File: src/design/lfsf_pkg.sv
package lfsf_pkg;

  localparam int LED_MAX = 32;
  localparam int IDX_W   = $clog2(LED_MAX);
  localparam int CNT_W   = $clog2(LED_MAX + 1);
  localparam int WORD_W  = 24;

  localparam logic [1:0] OP_FILL_ALL = 2'd0;
  localparam logic [1:0] OP_FILL_ONE = 2'd1;
  localparam logic [1:0] OP_TOGGLE   = 2'd2;
  localparam logic [1:0] OP_NONE     = 2'd3;

  localparam logic [1:0] CH_GREEN = 2'd0;
  localparam logic [1:0] CH_RED   = 2'd1;
  localparam logic [1:0] CH_BLUE  = 2'd2;

  localparam logic [7:0] FULL_LEVEL = 8'd255;

  typedef enum logic [2:0] {
    S_IDLE = 3'b001,
    S_UPD  = 3'b010,
    S_EMIT = 3'b100
  } state_t;

  typedef struct packed {
    logic [WORD_W-1:0] fill;
    logic [WORD_W-1:0] lane_mask;
    logic [7:0]        stride;
    logic              keep;
  } cmd_t;

endpackage

File: src/design/lfsf_ram.sv
module lfsf_ram #(
  parameter int WIDTH = 24,
  parameter int DEPTH = 32,
  parameter int AW    = $clog2(DEPTH)
) (
  input  logic             clk,
  input  logic             wr_en,
  input  logic [AW-1:0]    wr_addr,
  input  logic [WIDTH-1:0] wr_data,
  input  logic             rd_en,
  input  logic [AW-1:0]    rd_addr,
  output logic [WIDTH-1:0] rd_data
);

  logic [WIDTH-1:0] mem [DEPTH];

  always_ff @(posedge clk) begin
    if (wr_en) begin
      mem[wr_addr] <= wr_data;
    end
    if (rd_en) begin
      rd_data <= mem[rd_addr];
    end
  end

endmodule

File: src/design/led_frame_stride_fill.sv
// Frame store of 32 RGB LED words driven by one command per input word. A command
// first rewrites each active LED (read-modify-write through the frame memory, one LED
// per cycle), then streams every active LED word out in index order at up to one word
// per cycle, each carrying the lit flag of the new frame and the last one marked with
// out_last. Both passes share the single read port of the frame memory.
// Ignored commands (unused op or channel, zero stride) and commands with no active
// LEDs give no words. The next command is taken once the last word has left the
// memory read register, while that word may still wait at the output.
module led_frame_stride_fill (
  input  logic       clk,
  input  logic       rst_n,
  input  logic       cfg_valid,
  output logic       cfg_ready,
  input  logic [5:0] cfg_led_count,
  input  logic       in_valid,
  output logic       in_ready,
  input  logic [1:0] in_op,
  input  logic [7:0] in_red,
  input  logic [7:0] in_green,
  input  logic [7:0] in_blue,
  input  logic [1:0] in_channel,
  input  logic [7:0] in_level,
  input  logic [7:0] in_stride,
  input  logic       in_keep_others,
  output logic       out_valid,
  input  logic       out_ready,
  output logic [4:0] out_led_index,
  output logic [7:0] out_green,
  output logic [7:0] out_red,
  output logic [7:0] out_blue,
  output logic       out_last,
  output logic       out_any_lit
);
  import lfsf_pkg::*;

  state_t              state_r, state_nxt;
  logic [5:0]          led_count_r;
  logic [CNT_W-1:0]    active_r, active_nxt;
  logic                lit_flag_r, lit_flag_nxt;
  logic                lit_acc_r, lit_acc_nxt;
  cmd_t                cmd_r, cmd_nxt;
  logic [CNT_W-1:0]    upd_idx_r, upd_idx_nxt;
  logic [7:0]          mod_r, mod_nxt;
  logic                s1_vld_r, s1_vld_nxt;
  logic [IDX_W-1:0]    s1_addr_r, s1_addr_nxt;
  logic                s1_sel_r, s1_sel_nxt;
  logic [CNT_W-1:0]    em_idx_r, em_idx_nxt;
  logic                pend_r, pend_nxt;
  logic [IDX_W-1:0]    pend_idx_r, pend_idx_nxt;
  logic                pend_last_r, pend_last_nxt;
  logic                pend_wr_r, pend_wr_nxt;
  logic                out_valid_r, out_valid_nxt;
  logic [LED_MAX-1:0]  written_r, written_nxt;
  logic [IDX_W-1:0]    out_idx_r;
  logic [WORD_W-1:0]   out_word_r;
  logic                out_last_r;
  logic                out_lit_r;

  logic                in_acc;
  logic                cmd_ok;
  logic [CNT_W-1:0]    active_in;
  logic [7:0]          tog_val;
  logic                upd_issue;
  logic                em_issue;
  logic                move;
  logic                rd_en;
  logic [IDX_W-1:0]    rd_addr;
  logic [WORD_W-1:0]   rd_data;
  logic [WORD_W-1:0]   s1_old;
  logic [WORD_W-1:0]   s1_base;
  logic [WORD_W-1:0]   s1_new;
  logic [WORD_W-1:0]   pend_word;

  assign cfg_ready = 1'b1;
  assign in_ready  = (state_r == S_IDLE) && !pend_r;
  assign in_acc    = in_valid && in_ready;

  assign active_in = (led_count_r > 6'(LED_MAX)) ? CNT_W'(LED_MAX) : CNT_W'(led_count_r);
  assign tog_val   = lit_flag_r ? 8'd0 : FULL_LEVEL;

  always_comb begin
    cmd_ok = 1'b1;
    cmd_nxt = cmd_r;
    case (in_op)
      OP_FILL_ALL: begin
        cmd_nxt.fill      = {in_green, in_red, in_blue};
        cmd_nxt.lane_mask = '1;
        cmd_nxt.stride    = in_stride;
        cmd_nxt.keep      = in_keep_others;
        cmd_ok            = (in_stride != 8'd0);
      end
      OP_FILL_ONE: begin
        cmd_nxt.fill      = {in_level, in_level, in_level};
        cmd_nxt.stride    = in_stride;
        cmd_nxt.keep      = in_keep_others;
        cmd_ok            = (in_stride != 8'd0);
        case (in_channel)
          CH_GREEN: cmd_nxt.lane_mask = {8'hff, 8'h00, 8'h00};
          CH_RED:   cmd_nxt.lane_mask = {8'h00, 8'hff, 8'h00};
          CH_BLUE:  cmd_nxt.lane_mask = {8'h00, 8'h00, 8'hff};
          default: begin
            cmd_nxt.lane_mask = '0;
            cmd_ok            = 1'b0;
          end
        endcase
      end
      OP_TOGGLE: begin
        cmd_nxt.fill      = {tog_val, tog_val, tog_val};
        cmd_nxt.lane_mask = '1;
        cmd_nxt.stride    = 8'd1;
        cmd_nxt.keep      = 1'b0;
      end
      default: begin
        cmd_ok = 1'b0;
      end
    endcase
  end

  // read-modify-write stage
  assign s1_old  = written_r[s1_addr_r] ? rd_data : '0;
  assign s1_base = s1_sel_r ? cmd_r.fill : (cmd_r.keep ? s1_old : '0);
  assign s1_new  = (s1_base & cmd_r.lane_mask) | (s1_old & ~cmd_r.lane_mask);

  assign upd_issue = (state_r == S_UPD) && (upd_idx_r < active_r);
  assign move      = pend_r && (!out_valid_r || out_ready);
  assign em_issue  = (state_r == S_EMIT) && (em_idx_r < active_r) && (!pend_r || move);
  assign rd_en     = upd_issue || em_issue;
  assign rd_addr   = (state_r == S_UPD) ? upd_idx_r[IDX_W-1:0] : em_idx_r[IDX_W-1:0];
  assign pend_word = pend_wr_r ? rd_data : '0;

  lfsf_ram #(
    .WIDTH (WORD_W),
    .DEPTH (LED_MAX)
  ) u_frame (
    .clk     (clk),
    .wr_en   (s1_vld_r),
    .wr_addr (s1_addr_r),
    .wr_data (s1_new),
    .rd_en   (rd_en),
    .rd_addr (rd_addr),
    .rd_data (rd_data)
  );

  always_comb begin
    state_nxt     = state_r;
    active_nxt    = active_r;
    lit_flag_nxt  = lit_flag_r;
    lit_acc_nxt   = lit_acc_r;
    upd_idx_nxt   = upd_idx_r;
    mod_nxt       = mod_r;
    s1_vld_nxt    = 1'b0;
    s1_addr_nxt   = s1_addr_r;
    s1_sel_nxt    = s1_sel_r;
    em_idx_nxt    = em_idx_r;
    pend_nxt      = pend_r;
    pend_idx_nxt  = pend_idx_r;
    pend_last_nxt = pend_last_r;
    pend_wr_nxt   = pend_wr_r;
    out_valid_nxt = out_valid_r;
    written_nxt   = written_r;

    if (s1_vld_r) begin
      written_nxt[s1_addr_r] = 1'b1;
      lit_acc_nxt = lit_acc_r || (s1_new != '0);
    end

    case (state_r)
      S_IDLE: begin
        if (in_acc && cmd_ok) begin
          if (active_in == '0) begin
            lit_flag_nxt = 1'b0;
          end else begin
            active_nxt  = active_in;
            upd_idx_nxt = '0;
            mod_nxt     = '0;
            lit_acc_nxt = 1'b0;
            state_nxt   = S_UPD;
          end
        end
      end
      S_UPD: begin
        if (upd_issue) begin
          upd_idx_nxt = upd_idx_r + CNT_W'(1);
          mod_nxt     = (mod_r == cmd_r.stride - 8'd1) ? 8'd0 : mod_r + 8'd1;
          s1_vld_nxt  = 1'b1;
          s1_addr_nxt = upd_idx_r[IDX_W-1:0];
          s1_sel_nxt  = (mod_r == 8'd0);
        end else if (!s1_vld_r) begin
          lit_flag_nxt = lit_acc_r;
          em_idx_nxt   = '0;
          state_nxt    = S_EMIT;
        end
      end
      S_EMIT: begin
        if (em_idx_r == active_r) begin
          state_nxt = S_IDLE;
        end
      end
      default: begin
        state_nxt = S_IDLE;
      end
    endcase

    if (move) begin
      pend_nxt      = 1'b0;
      out_valid_nxt = 1'b1;
    end else if (out_ready) begin
      out_valid_nxt = 1'b0;
    end

    if (em_issue) begin
      em_idx_nxt    = em_idx_r + CNT_W'(1);
      pend_nxt      = 1'b1;
      pend_idx_nxt  = em_idx_r[IDX_W-1:0];
      pend_last_nxt = (em_idx_r + CNT_W'(1) == active_r);
      pend_wr_nxt   = written_r[em_idx_r[IDX_W-1:0]];
    end
  end

  always_ff @(posedge clk) begin
    if (!rst_n) begin
      state_r     <= S_IDLE;
      led_count_r <= '0;
      active_r    <= '0;
      lit_flag_r  <= 1'b0;
      lit_acc_r   <= 1'b0;
      upd_idx_r   <= '0;
      mod_r       <= '0;
      s1_vld_r    <= 1'b0;
      em_idx_r    <= '0;
      pend_r      <= 1'b0;
      out_valid_r <= 1'b0;
      written_r   <= '0;
    end else begin
      state_r     <= state_nxt;
      if (cfg_valid && cfg_ready) begin
        led_count_r <= cfg_led_count;
      end
      active_r    <= active_nxt;
      lit_flag_r  <= lit_flag_nxt;
      lit_acc_r   <= lit_acc_nxt;
      upd_idx_r   <= upd_idx_nxt;
      mod_r       <= mod_nxt;
      s1_vld_r    <= s1_vld_nxt;
      em_idx_r    <= em_idx_nxt;
      pend_r      <= pend_nxt;
      out_valid_r <= out_valid_nxt;
      written_r   <= written_nxt;
    end
  end

  always_ff @(posedge clk) begin
    if (in_acc) begin
      cmd_r <= cmd_nxt;
    end
    s1_addr_r   <= s1_addr_nxt;
    s1_sel_r    <= s1_sel_nxt;
    pend_idx_r  <= pend_idx_nxt;
    pend_last_r <= pend_last_nxt;
    pend_wr_r   <= pend_wr_nxt;
    if (move) begin
      out_idx_r  <= pend_idx_r;
      out_word_r <= pend_word;
      out_last_r <= pend_last_r;
      out_lit_r  <= lit_flag_r;
    end
  end

  assign out_valid     = out_valid_r;
  assign out_led_index = out_idx_r;
  assign out_green     = out_word_r[23:16];
  assign out_red       = out_word_r[15:8];
  assign out_blue      = out_word_r[7:0];
  assign out_last      = out_last_r;
  assign out_any_lit   = out_lit_r;

  // a new read never overwrites a word still held in the read register
  a_no_read_clobber: assert property (@(posedge clk) disable iff (!rst_n)
    (rd_en && pend_r) |-> move)
    else $error("frame read overwrote a pending word");

  // writes stay inside the active range
  a_wr_in_range: assert property (@(posedge clk) disable iff (!rst_n)
    s1_vld_r |-> (CNT_W'(s1_addr_r) < active_r))
    else $error("frame write beyond active count");

  // update writes only follow reads of the update pass
  a_wr_follows_upd: assert property (@(posedge clk) disable iff (!rst_n)
    s1_vld_r |-> ($past(upd_issue) && (state_r == S_UPD)))
    else $error("frame write outside update pass");

  // no command taken while emission still in flight
  a_accept_idle: assert property (@(posedge clk) disable iff (!rst_n)
    in_acc |-> (!pend_r && !s1_vld_r))
    else $error("command accepted while busy");

endmodule
File: config.mk
export PLATFORM = sky130hd
export DESIGN_NAME = led_frame_stride_fill
export DESIGN_NICKNAME = d
export VERILOG_FILES = /design/src/design/lfsf_pkg.sv /design/src/design/lfsf_ram.sv /design/src/design/led_frame_stride_fill.sv
export SDC_FILE = /design/constraint.sdc
export NUM_CORES = 1
export LEC_CHECK = 0
export ABC_AREA = 1
export BUFFER_PORTS_ARGS = -buffer_cell sky130_fd_sc_hd__buf_4
export CORE_AREA = 2 2 305 232
export DETAILED_ROUTE_END_ITERATION = 16
export DIE_AREA = 0 0 307 234
export PLACE_DENSITY = 0.78
export SYNTH_ARGS = -nofsm -noshare
export SYNTH_HDL_FRONTEND = slang
export SYNTH_SLANG_ARGS = --single-unit
File: constraint.sdc
create_clock -name clk -period 3.1 [get_ports clk]
set_input_delay 0.155 -clock clk [delete_from_list [all_inputs] [get_ports clk]]
set_output_delay 0.155 -clock clk [all_outputs]
set_load 0.005 [all_outputs]
Word-level counts from Yosys, hierarchy flattened
Memories as Yosys holds them, arrays and structs flattened. A register that Yosys moved wholly into a read port is not among the register bits.
Cells that the tools add are included.
{ "classes": {"n_eq_ne": 19, "muxes": 51, "bitwise": 6, "order_cmp": 6, "reduce_logical": 34, "addsub": 4} }
{ "op_table": {"columns": ["cell", "n"], "rows": [
  ["$pmux 57 s3", 1],
  ["$mux 24", 3],
  ["$pmux 24 s3", 1],
  ["$and 24x24->24", 2],
  ["$mux 6", 8],
  ["$mux 8", 5],
  ["$or 32x32->32", 1],
  ["$not 24->24", 1],
  ["$or 24x24->24", 1],
  ["$reduce_bool 24->1", 1],
  ["$mux 1", 19],
  ["$pmux 8 s2", 1],
  ["$mux 3", 5],
  ["$add 6x1->6 const B", 2],
  ["$eq 6x6->1", 2],
  ["$lt 5x6->1 const B", 2],
  ["$lt 6x6->1", 2],
  ["$pmux 6 s2", 1],
  ["$bmux 1 s5", 2],
  ["$ne 2x1->1 const B", 5],
  ["$reduce_and 5->1", 2],
  ["$pmux 3 s3", 1],
  ["$add 8x1->8 const B", 1],
  ["$eq 8x8->1", 1],
  ["27 further kinds", 50]
]} }
{ "word_totals": {"ram_bits": 768, "n_memories": 1, "ff_bits": 173} }
{ "mem_list": {"columns": ["memory", "words", "width", "rd", "rd_ports_with_merged_regs", "write_ports", "line_no", "source"], "rows": [
  ["u_frame.mem", 32, 24, 1, 1, 1, "lfsf_ram.sv:15", "logic [WIDTH-1:0] mem [DEPTH];"]
]} }

Logic depth before layout (Yosys ltp)
Gate-level depths: netlist of the first run.
{ "depth": {"word_depth": 13, "ltp_mapped": 19, "depth_no_buf": 17} }

By module
Synthesis of the first run repeated with hierarchy kept, for this count alone.
{ "hier_totals": {"cells_unflattened": 3628, "area_unflattened_um2": 39658.0} }
{ "by_module_without_submodules": {"columns": ["mod", "cells_each", "seq_area_each_um2", "instances", "area_per_inst_um2"], "rows": [
  ["lfsf_ram", 2665, 23782.8, 1, 32000.7],
  ["led_frame_stride_fill", 963, 3843.7, 1, 7657.3]
]} }

Least setup slack after synthesis of the first run
No wires, ideal clock.
{ "synth_timing": {"path_type": "reg-to-reg", "from": "register em_idx_r[0]", "to": "register u_frame.rd_data[0], read port of u_frame.mem, enable pin", "arrival_ns": 2.669, "path_buffers": 2, "synth_period_minus_slack_ns": 3.050, "stages_incl_launch_ff": 11, "t_required_ns": 2.719, "setup_slack_ns": 0.050, "path_cell_list": "dfxtp_1 -> buf_2 -> inv_2 -> clkbuf_1 -> ha_1 -> inv_1 -> a21oi_1 -> o311ai_0 -> nor2_1 -> inv_1 -> nand2_1"} }
{ "synth_between": {"elab_chain_cells": 4, "elab_cells_between_ends": 5, "classes_between": "order compare (1); mux (1); reduce/logical (3)"} }
{ "synth_rtl": {"columns": ["item", "line_no", "source"], "rows": [
  ["from (decl)", "led_frame_stride_fill.sv:47", "logic [CNT_W-1:0] em_idx_r, em_idx_nxt;"],
  ["from (signal assigned)", "led_frame_stride_fill.sv:245", "em_idx_r <= em_idx_nxt;"],
  ["$lt 6x6->1", "led_frame_stride_fill.sv:126", "assign em_issue = (state_r == S_EMIT) && (em_idx_r < active_r) && (!pend_r || move);"],
  ["$logic_and 1x1->1 (2 in series)", "led_frame_stride_fill.sv:126", null],
  ["net em_issue", "led_frame_stride_fill.sv:64", "logic em_issue;"],
  ["$logic_or 1x1->1", "led_frame_stride_fill.sv:127", "assign rd_en = upd_issue || em_issue;"],
  ["net rd_en", "led_frame_stride_fill.sv:66", "logic rd_en;"],
  ["to (decl)", "lfsf_ram.sv:12", "output logic [WIDTH-1:0] rd_data"]
]} }
The timed path passes the listed nets, and every way through them passes these cells.
A chain may end at the register's enable or synchronous reset.

Worst setup path after layout of the first run
{ "layout_timing": {"from": "register s1_addr_r[0]", "to": "register lit_acc_r"} }
{ "layout_between": {"elab_chain_cells": 13, "elab_cells_between_ends": 14, "classes_between": "mux (9); bitwise (3); reduce/logical (2)"} }
{ "layout_rtl": {"columns": ["item", "line_no", "source"], "rows": [
  ["from (decl)", "led_frame_stride_fill.sv:45", "logic [IDX_W-1:0] s1_addr_r, s1_addr_nxt;"],
  ["from (signal assigned)", "led_frame_stride_fill.sv:256", "s1_addr_r <= s1_addr_nxt;"],
  ["$bmux 1 s5 (*)", "led_frame_stride_fill.sv:120", "assign s1_old = written_r[s1_addr_r] ? rd_data : '0;"],
  ["$mux 1 (implied by the code) (*)", "led_frame_stride_fill.sv:120", null],
  ["$mux 24 (*)", "led_frame_stride_fill.sv:120", null],
  ["$mux 24 (2 in series)", "led_frame_stride_fill.sv:121", "assign s1_base = s1_sel_r ? cmd_r.fill : (cmd_r.keep ? s1_old : '0);"],
  ["$and 24x24->24", "led_frame_stride_fill.sv:122", "assign s1_new = (s1_base & cmd_r.lane_mask) | (s1_old & ~cmd_r.lane_mask);"],
  ["$or 24x24->24 (*)", "led_frame_stride_fill.sv:122", null],
  ["net s1_new[20]", "led_frame_stride_fill.sv:71", "logic [WORD_W-1:0] s1_new;"],
  ["$reduce_bool 24->1 (*)", "led_frame_stride_fill.sv:164", "lit_acc_nxt = lit_acc_r || (s1_new != '0);"],
  ["$logic_or 1x1->1 (*)", "led_frame_stride_fill.sv:164", null],
  ["$mux 1 (*)", "led_frame_stride_fill.sv:162", "if (s1_vld_r) begin"],
  ["$mux 1", "led_frame_stride_fill.sv:170", "if (active_in == '0) begin"],
  ["$mux 1", "led_frame_stride_fill.sv:169", "if (in_acc && cmd_ok) begin"],
  ["$mux 1 (*)", "led_frame_stride_fill.sv:167", "case (state_r)"],
  ["to (signal assigned)", "led_frame_stride_fill.sv:241", "lit_acc_r <= lit_acc_nxt;"],
  ["to (decl)", "led_frame_stride_fill.sv:40", "logic lit_acc_r, lit_acc_nxt;"]
]} }
The timed path passes the listed nets; every way through them passes the cells marked *. The select of a mux whose other input is x is not followed.

==> results of run 1 <==
final timing paths:
check	start	endpoint	slack, ns	cells after the start
max reg2reg	s1_addr_r[0]	lit_acc_r	0.17	18
min	in_level[7]	cmd_r[56]	0.07	5
min reg2reg	pend_idx_r[4]	out_led_index[4]	0.42	0
max	s1_addr_r[0]	lit_acc_r	0.17	18
area by class of cell:
type,instances,area [sq um]
Tap cell,903,1130
Clock inverter,38,341.6
Sequential cell,944,27630
Multi-Input combinational cell,1841,9472
Fill cell,4782,25300
Inverter,118,454.2
Antenna cell,2,5.005
Clock buffer,105,2181
Timing Repair Buffer,284,2643
what timing repair did:
item / 4_1_cts / 5_1_grt
endpoints found under the setup margin: 0 / 1
hold endpoints to repair: 55 / 0
gates resized for setup: 0 / 5
setup buffers: 0 / 3
hold buffers: 74 / 0
stage by stage:
step                std cells  setup WS [ns]  total power, uW
floorplan                3091        0.04985            15490
global placement         4012         0.3466            15990
detailed placement       4012         0.2939            16030
CTS                      4229         0.2533            25820
global route             4233        0.05157            26520
finish                   4235         0.1726            25890
per-layer routing:
metal	global-route usage	routed length (um)
met5	0	12
met1	0.4024	39350
met4	0.1149	4375
met3	0.07076	13940
met2	0.4464	48270
registers in the layout, indices dropped and copies added, names as in the netlist, 3 cells and up:
name / cells
out_word_r: 24
u_frame.rd_data: 24
led_count_r: 6
cmd_r: 36
out_led_index: 5
upd_idx_r: 6
written_r: 32
pend_idx_r: 5
u_frame.mem: 768
mod_r: 8
state_r: 3
em_idx_r: 6
active_r: 6
s1_addr_r: 5
power groups by stage:
stage,registers (uW),logic [uW],clock network [uW]
3_3_place_gp,14500,1470,0
6_report,14300,1700,9930
2_1_floorplan,14500,983,0
4_1_cts,14300,1630,9940
3_5_place_dp,14500,1510,0
5_1_grt,14300,1840,10400
synthesized netlist by cell type (3+ instances only):
library cell	instances
nand4_1	5
o21ai_1	207
a211oi_1	9
a21oi_1	36
clkbuf_1	71
nand2_1	283
o32ai_1	5
nand2_4	3
o2111ai_1	3
o221ai_1	132
or2_2	4
dfxtp_1	72
buf_2	87
edfxtp_1	872
inv_2	10
inv_1	107
buf_6	12
buf_1	7
ha_1	20
nand3_1	100
o211ai_1	20
xor2_1	12
nor4_1	3
a31oi_1	25
nand2_2	5
o22ai_1	65
clkbuf_2	4
o21ai_0	256
nor3_1	21
xnor2_1	8
nor2_1	599
buf_4	8
worst min-delay path, stage by stage:
cell,delay (ns)
buf_4,0.08
nand2_1,0.05
nand2_1,0.07
nand2_1,0.14
nand2_1,0.11
kinds of logic (layout without fill, tap and decap cells):
family | Yosys count | after routing | share of synthesized area
compound gates | 770 | 770 | 0.1208
xor+xnor | 20 | 20 | 0.004589
fa+ha+maj | 20 | 20 | 0.006556
buf+inv | 307 | 545 | 0.03632
flops | 944 | 944 | 0.7238
other cells | 1 | 3 | 0.00009824
simple gates | 1029 | 1030 | 0.1078
==> impl_metrics.toml, run 1 <==
[route]
dr.pass1.iters = 7
vias = 27221
routed_wl_um = 105900
viasPerCell = 6.428
avgRoutedWirePerCell_um = 25.02
drc_errors = 0
antenna_left = 0
drtIter0Drc = 4404

[clock_tree]
cts-root-buf = "clkbuf_16"
numCtsBuffers = 81
cts_tree = "yes"
cts_buffer_depth = 3
clkSinkCount = 944
cts_max_level = 3
clk_latency_ns = 0.66
clkTransAtPathRegs_ns = 0.07

[sta]
setup_viol = 0
rsz0062_at_grt = "no"
period_minus_slack_ns = 2.927
fin_skew_ns = 0.03420
maxSlewViolCount = 0
slew-limit-headroom = 0.2397
worst_slew_pin_slew_ns = 1.138
hold_viol_final = 0
whs_ns = 0.07082
fmax_ghz = 0.3416
setup_tns_ns = 0
fin_crit_sh = 0.9443

[worst_setup_path]
critPathLaunchType = "flip-flop"
worst-setup-path-type = "flip-flop to flip-flop"
critical_path_arrival_ns = 3.44
cp_top_family = "simple AND/OR/NAND/NOR gates"
crit_chain = "buf_4 > inv_2 > nand2_1 > nand2_1 > nand2_1 > nand2_1 > nand2_1 > nand2_1 > nor2_4 > nand2_4 > nand3_1 > nand2_1 > nor2_1 > nand2_1 > nor2_1 > nand3_1 > nand2_1 > a21oi_1"
cp_data_required_time_ns = 3.62
slowest_delay_ns = 0.33
crit_path_end_kind = "flip-flop"
critical_path_buf_inv_count = 2
cp_common_cell = "nand2_1"
path_max_fanout = 22
slowest_stage = "edfxtp_1"

[status]
status = "finished, final reports clean"

[yosys]
synth-edff-count = 872
yosys-top-cells-area = "edfxtp_1, nor2_1, dfxtp_1, o21ai_0, o221ai_1"
async_flop_share = 0
yosys_warnings = 0
netlist.top_cell.by_area = "edfxtp_1"
synth.cell_area_sq_mm = 0.03817
ys_ff_latch = 944
syn_inst = 3091
yosysSeqAreaShare = 0.7238
synth.distinct_cells = 49
dominantRegCellSynth = "edfxtp_1"
syn-num-nets = 3167
yosys.area.top_type_share = 0.6860
avgSynthCellArea_sq_um = 12.35

[finish]
design_area_sq_mm = 0.04385
fin_util = 0.6341
drive_above_1_share = 0.1156
area_growth_pct = 14.89
layout_common_cells = "edfxtp_1, nor2_1, nand2_1, o21ai_0, o21ai_1"
layout_commonest_cell = "edfxtp_1"
layout.nets = 3346

[hold_path]
hp-class = "input port to flip-flop"

[place]
gp_congestion = 0.8786
place.port_buffers = 88
place_area_sq_mm = 0.04054
dp_hpwl_um = 57100

[floorplanning]
io_pins = 90
die_h_um = 234
start_util = 0.5519
die_x_um = 307
num_rows = 84
fp.dieArea_sq_mm = 0.07184
core_sq_mm = 0.06916

[pwr]
clkPwrFrac = 0.383
swShare = 0.2215
pwr-share-comb = 0.066
p_switching_uw = 5734
p_per_area_mw_per_mm2 = 590.5
vdd_drop_max_mv = 0.4389
seqPwrFrac = 0.551
internal_power_uw = 20160
power_leakage_uw = 0.01505

[flow_run]
maxCapViolCount = 0

[global_routing]
grt_overflow = 0
grt_pass1_vias = 25955
grt_max_degree = 123
grt_pass1_wl_um = 156500
grt_antenna_before_repair = 3
grt_usage = 0.2900
Power figures use the tool's default switching activity.
==> run 2: changes to the inputs <==
- CORE_AREA: 2 2 305 232 -> 2 2 311 236
- DIE_AREA: 0 0 307 234 -> 0 0 313 238
- SYNTH_HIERARCHICAL: default -> 1
==> impl_metrics.toml, run 2 <==
[status]
status = "finished, final reports clean"

[pwr]
p_per_area_mw_per_mm2 = 566.0
vdd_drop_max_mv = 0.4616
power_leakage_uw = 0.01725

[floorplanning]
start_util = 0.5557
die_h_um = 238
fp.dieArea_sq_mm = 0.07449
die_x_um = 313
num_rows = 85
core_sq_mm = 0.07136
io_pins = 90

[sta]
slew-limit-headroom = 0.1004
setup_viol = 0
hold_viol_final = 0
fin_skew_ns = 0.03201
period_minus_slack_ns = 3.023
setup_slack_ns = 0.07739
fmax_ghz = 0.3308
worst_slew_pin_slew_ns = 1.348
fin_crit_sh = 0.9750
maxSlewViolCount = 0
rsz0062_at_grt = "yes"

[worst_setup_path]
worst-setup-path-type = "flip-flop to flip-flop"
critPathLaunch = "state_r[1]"
crit_path_end_kind = "flip-flop"
path_max_fanout = 160
cp_data_required_time_ns = 3.60
r2r_start = "state_r[1]"
ff2ff_path_depth = 13
regToRegEndpoint = "u_frame/rd_data[16]"
rrSetupSlack_ns = 0.08
critical_path_arrival_ns = 3.53
critPathLaunchType = "flip-flop"

[route]
highest_layer = "met4"
routed-wl-met2_um = 48400
routed_wl_um = 110500
wl_met1_um = 41840
viasPerCell = 6.003
drc_errors = 0
drtIter0Drc = 4906
vias = 29077
route.met3.wl_um = 15450
antenna_left = 0
avgRoutedWirePerCell_um = 22.81
dr.pass1.iters = 6

[yosys]
post-synth-top-count-cell = "nand2_1"
syn-num-nets = 3704
synth.distinct_cells = 48
synth.cell_area_sq_mm = 0.03966
yosysSeqAreaShare = 0.6966
yosys-top-cells-count = "nand2_1, edfxtp_1, nand3_1, nor2_1, buf_2"
yosys_warnings = 6
netlist.top_cell.by_area = "edfxtp_1"
ys_ff_latch = 944
dominantRegCellSynth = "edfxtp_1"
avgSynthCellArea_sq_um = 10.93
synth-edff-count = 872
yosys.area.top_type_share = 0.6603
async_flop_share = 0
yosys-top-cells-area = "edfxtp_1, nand2_1, nand3_1, dfxtp_1, nor2_1"
syn_inst = 3628

[place]
dp_hpwl_um = 61370
dp_worst_setup_slack_ns = 0.2202
place.port_buffers = 88
gp_congestion = 0.8719
place_area_sq_mm = 0.04160

[hold_path]
hold_end = "state_r[1]"
hp-class = "input port to flip-flop"
hp-start = "in_valid"
worstHoldPathCells = 5

[finish]
area_growth_pct = 13.88
design_area_sq_mm = 0.04516
layout.nets = 3893
largest_reg_flops = 768
largestRegisters = "u_frame/mem: 768 flops, cmd_r: 36 flops, written_r: 32 flops"
layout_common_cells = "nand2_1, edfxtp_1, nand3_1, buf_4, nor2_1"
layout_commonest_cell = "nand2_1"
fin_util = 0.6328
drive_above_1_share = 0.1058
top_register = "u_frame/mem"

[global_routing]
grt_max_degree = 161
grt_pass1_vias = 27811
grt_antenna_before_repair = 2
grt_overflow = 0
grt_usage = 0.2937
grt_pass1_wl_um = 165800

[clock_tree]
cts_max_level = 3
cts_buffer_depth = 3
clkTransAtPathRegs_ns = 0.06
cts_tree = "yes"
cts-root-buf = "clkbuf_16"
post_cts_buffers = 0
numCtsBuffers = 84
clk_latency_ns = 0.67
clkSinkCount = 944

[flow_run]
maxCapViolCount = 0
==> run 2: cell types whose count changed in the layout (fill, tap and decap cells not counted), moves of 23 or more <==
cell and delta:
a31oi_1 -23, nor2_4 -35, o22ai_1 -59, o21ai_1 -202
nand2_1 +1098, nor2_2 +33, nand3_1 +530, o221ai_1 -131
o21ai_0 -218, nor2_1 -456, a21oi_1 +25
==> run 2: timing repair <==
action                                  in CTS  in global routing
gates resized for setup                      0                  1
hold buffers                                80                  0
endpoints found under the hold margin       64                  0
endpoints found under the setup margin       0                  6
==> run 2: logic make-up (layout without fill, tap and decap cells) <==
logic type	after synthesis	after routing	share of synthesized area
simple gates	2206	2206	0.2334
flops	944	944	0.6966
buf+inv	306	563	0.04114
compound gates	135	135	0.01887
fa+ha+maj	20	20	0.006310
xor+xnor	16	16	0.003533
other cells	1	3	0.00009456
==> run 2: area by class of cell <==
class | instances | area (sq um)
Clock inverter | 45 | 499.2
Tap cell | 957 | 1197
Timing Repair inverter | 1 | 8.758
Multi-Input combinational cell | 2378 | 10550
Clock buffer | 109 | 2237
Timing Repair Buffer | 291 | 2580
Antenna cell | 2 | 5.005
Fill cell | 5155 | 26200
Sequential cell | 944 | 27630
Inverter | 117 | 459.2
==> run 2: where the power goes <==
| group | internal [uW] | switching [uW] |
|---|---|---|
| sequential | 14000 | 60.9 |
| clock | 5820 | 4710 |
| combinational | 317 | 640 |
| total | 20100 | 5410 |
==> run 2: routing by layer <==
layer / vias up / global-route usage
met5: - / 0
met4: 0 / 0.1121
met3: 356 / 0.06744
met2: 2120 / 0.4424
met1: 13761 / 0.4189
li1: 12840 / -
==> run 2: worst max path at each step <==
stage	endpoint	slack, ns	cells after the start
2_1_floorplan	mod_r[3]	0.31	10
3_3_place_gp	u_frame/rd_data[16]	0.29	14
3_5_place_dp	u_frame/rd_data[12]	0.22	14
4_1_cts	u_frame/rd_data[16]	0.19	14
5_1_grt	u_frame/rd_data[17]	-0.01	13
6_report	u_frame/rd_data[16]	0.08	13
==> run 2: worst max-delay path: stages (launching register included) <==
cell and delay, ns:
dfxtp_1 0.35, inv_1 0.07, nor3_2 0.31, nand2_1 0.16, o21ai_4 0.27, buf_12 0.58
nand2_1 0.12, nand3_1 0.12, nand3_1 0.11, nand2_1 0.12, nand2_1 0.06, nand2_1 0.15
nand2_1 0.19, nand2_1 0.12
==> run 2: per-stage QoR <==
step	setup TNS [ns]	total power [uW]	hold WS (ns)	cells
3_5_place_dp	0	15120	0.3867	4607
5_1_grt	-0.03497	26190	0.1903	4843
2_1_floorplan	0	14780	0.2899	3628
3_3_place_gp	0	15100	0.3822	4607
6_report	0	25560	0.1661	4844
4_1_cts	0	25520	0.05895	4841
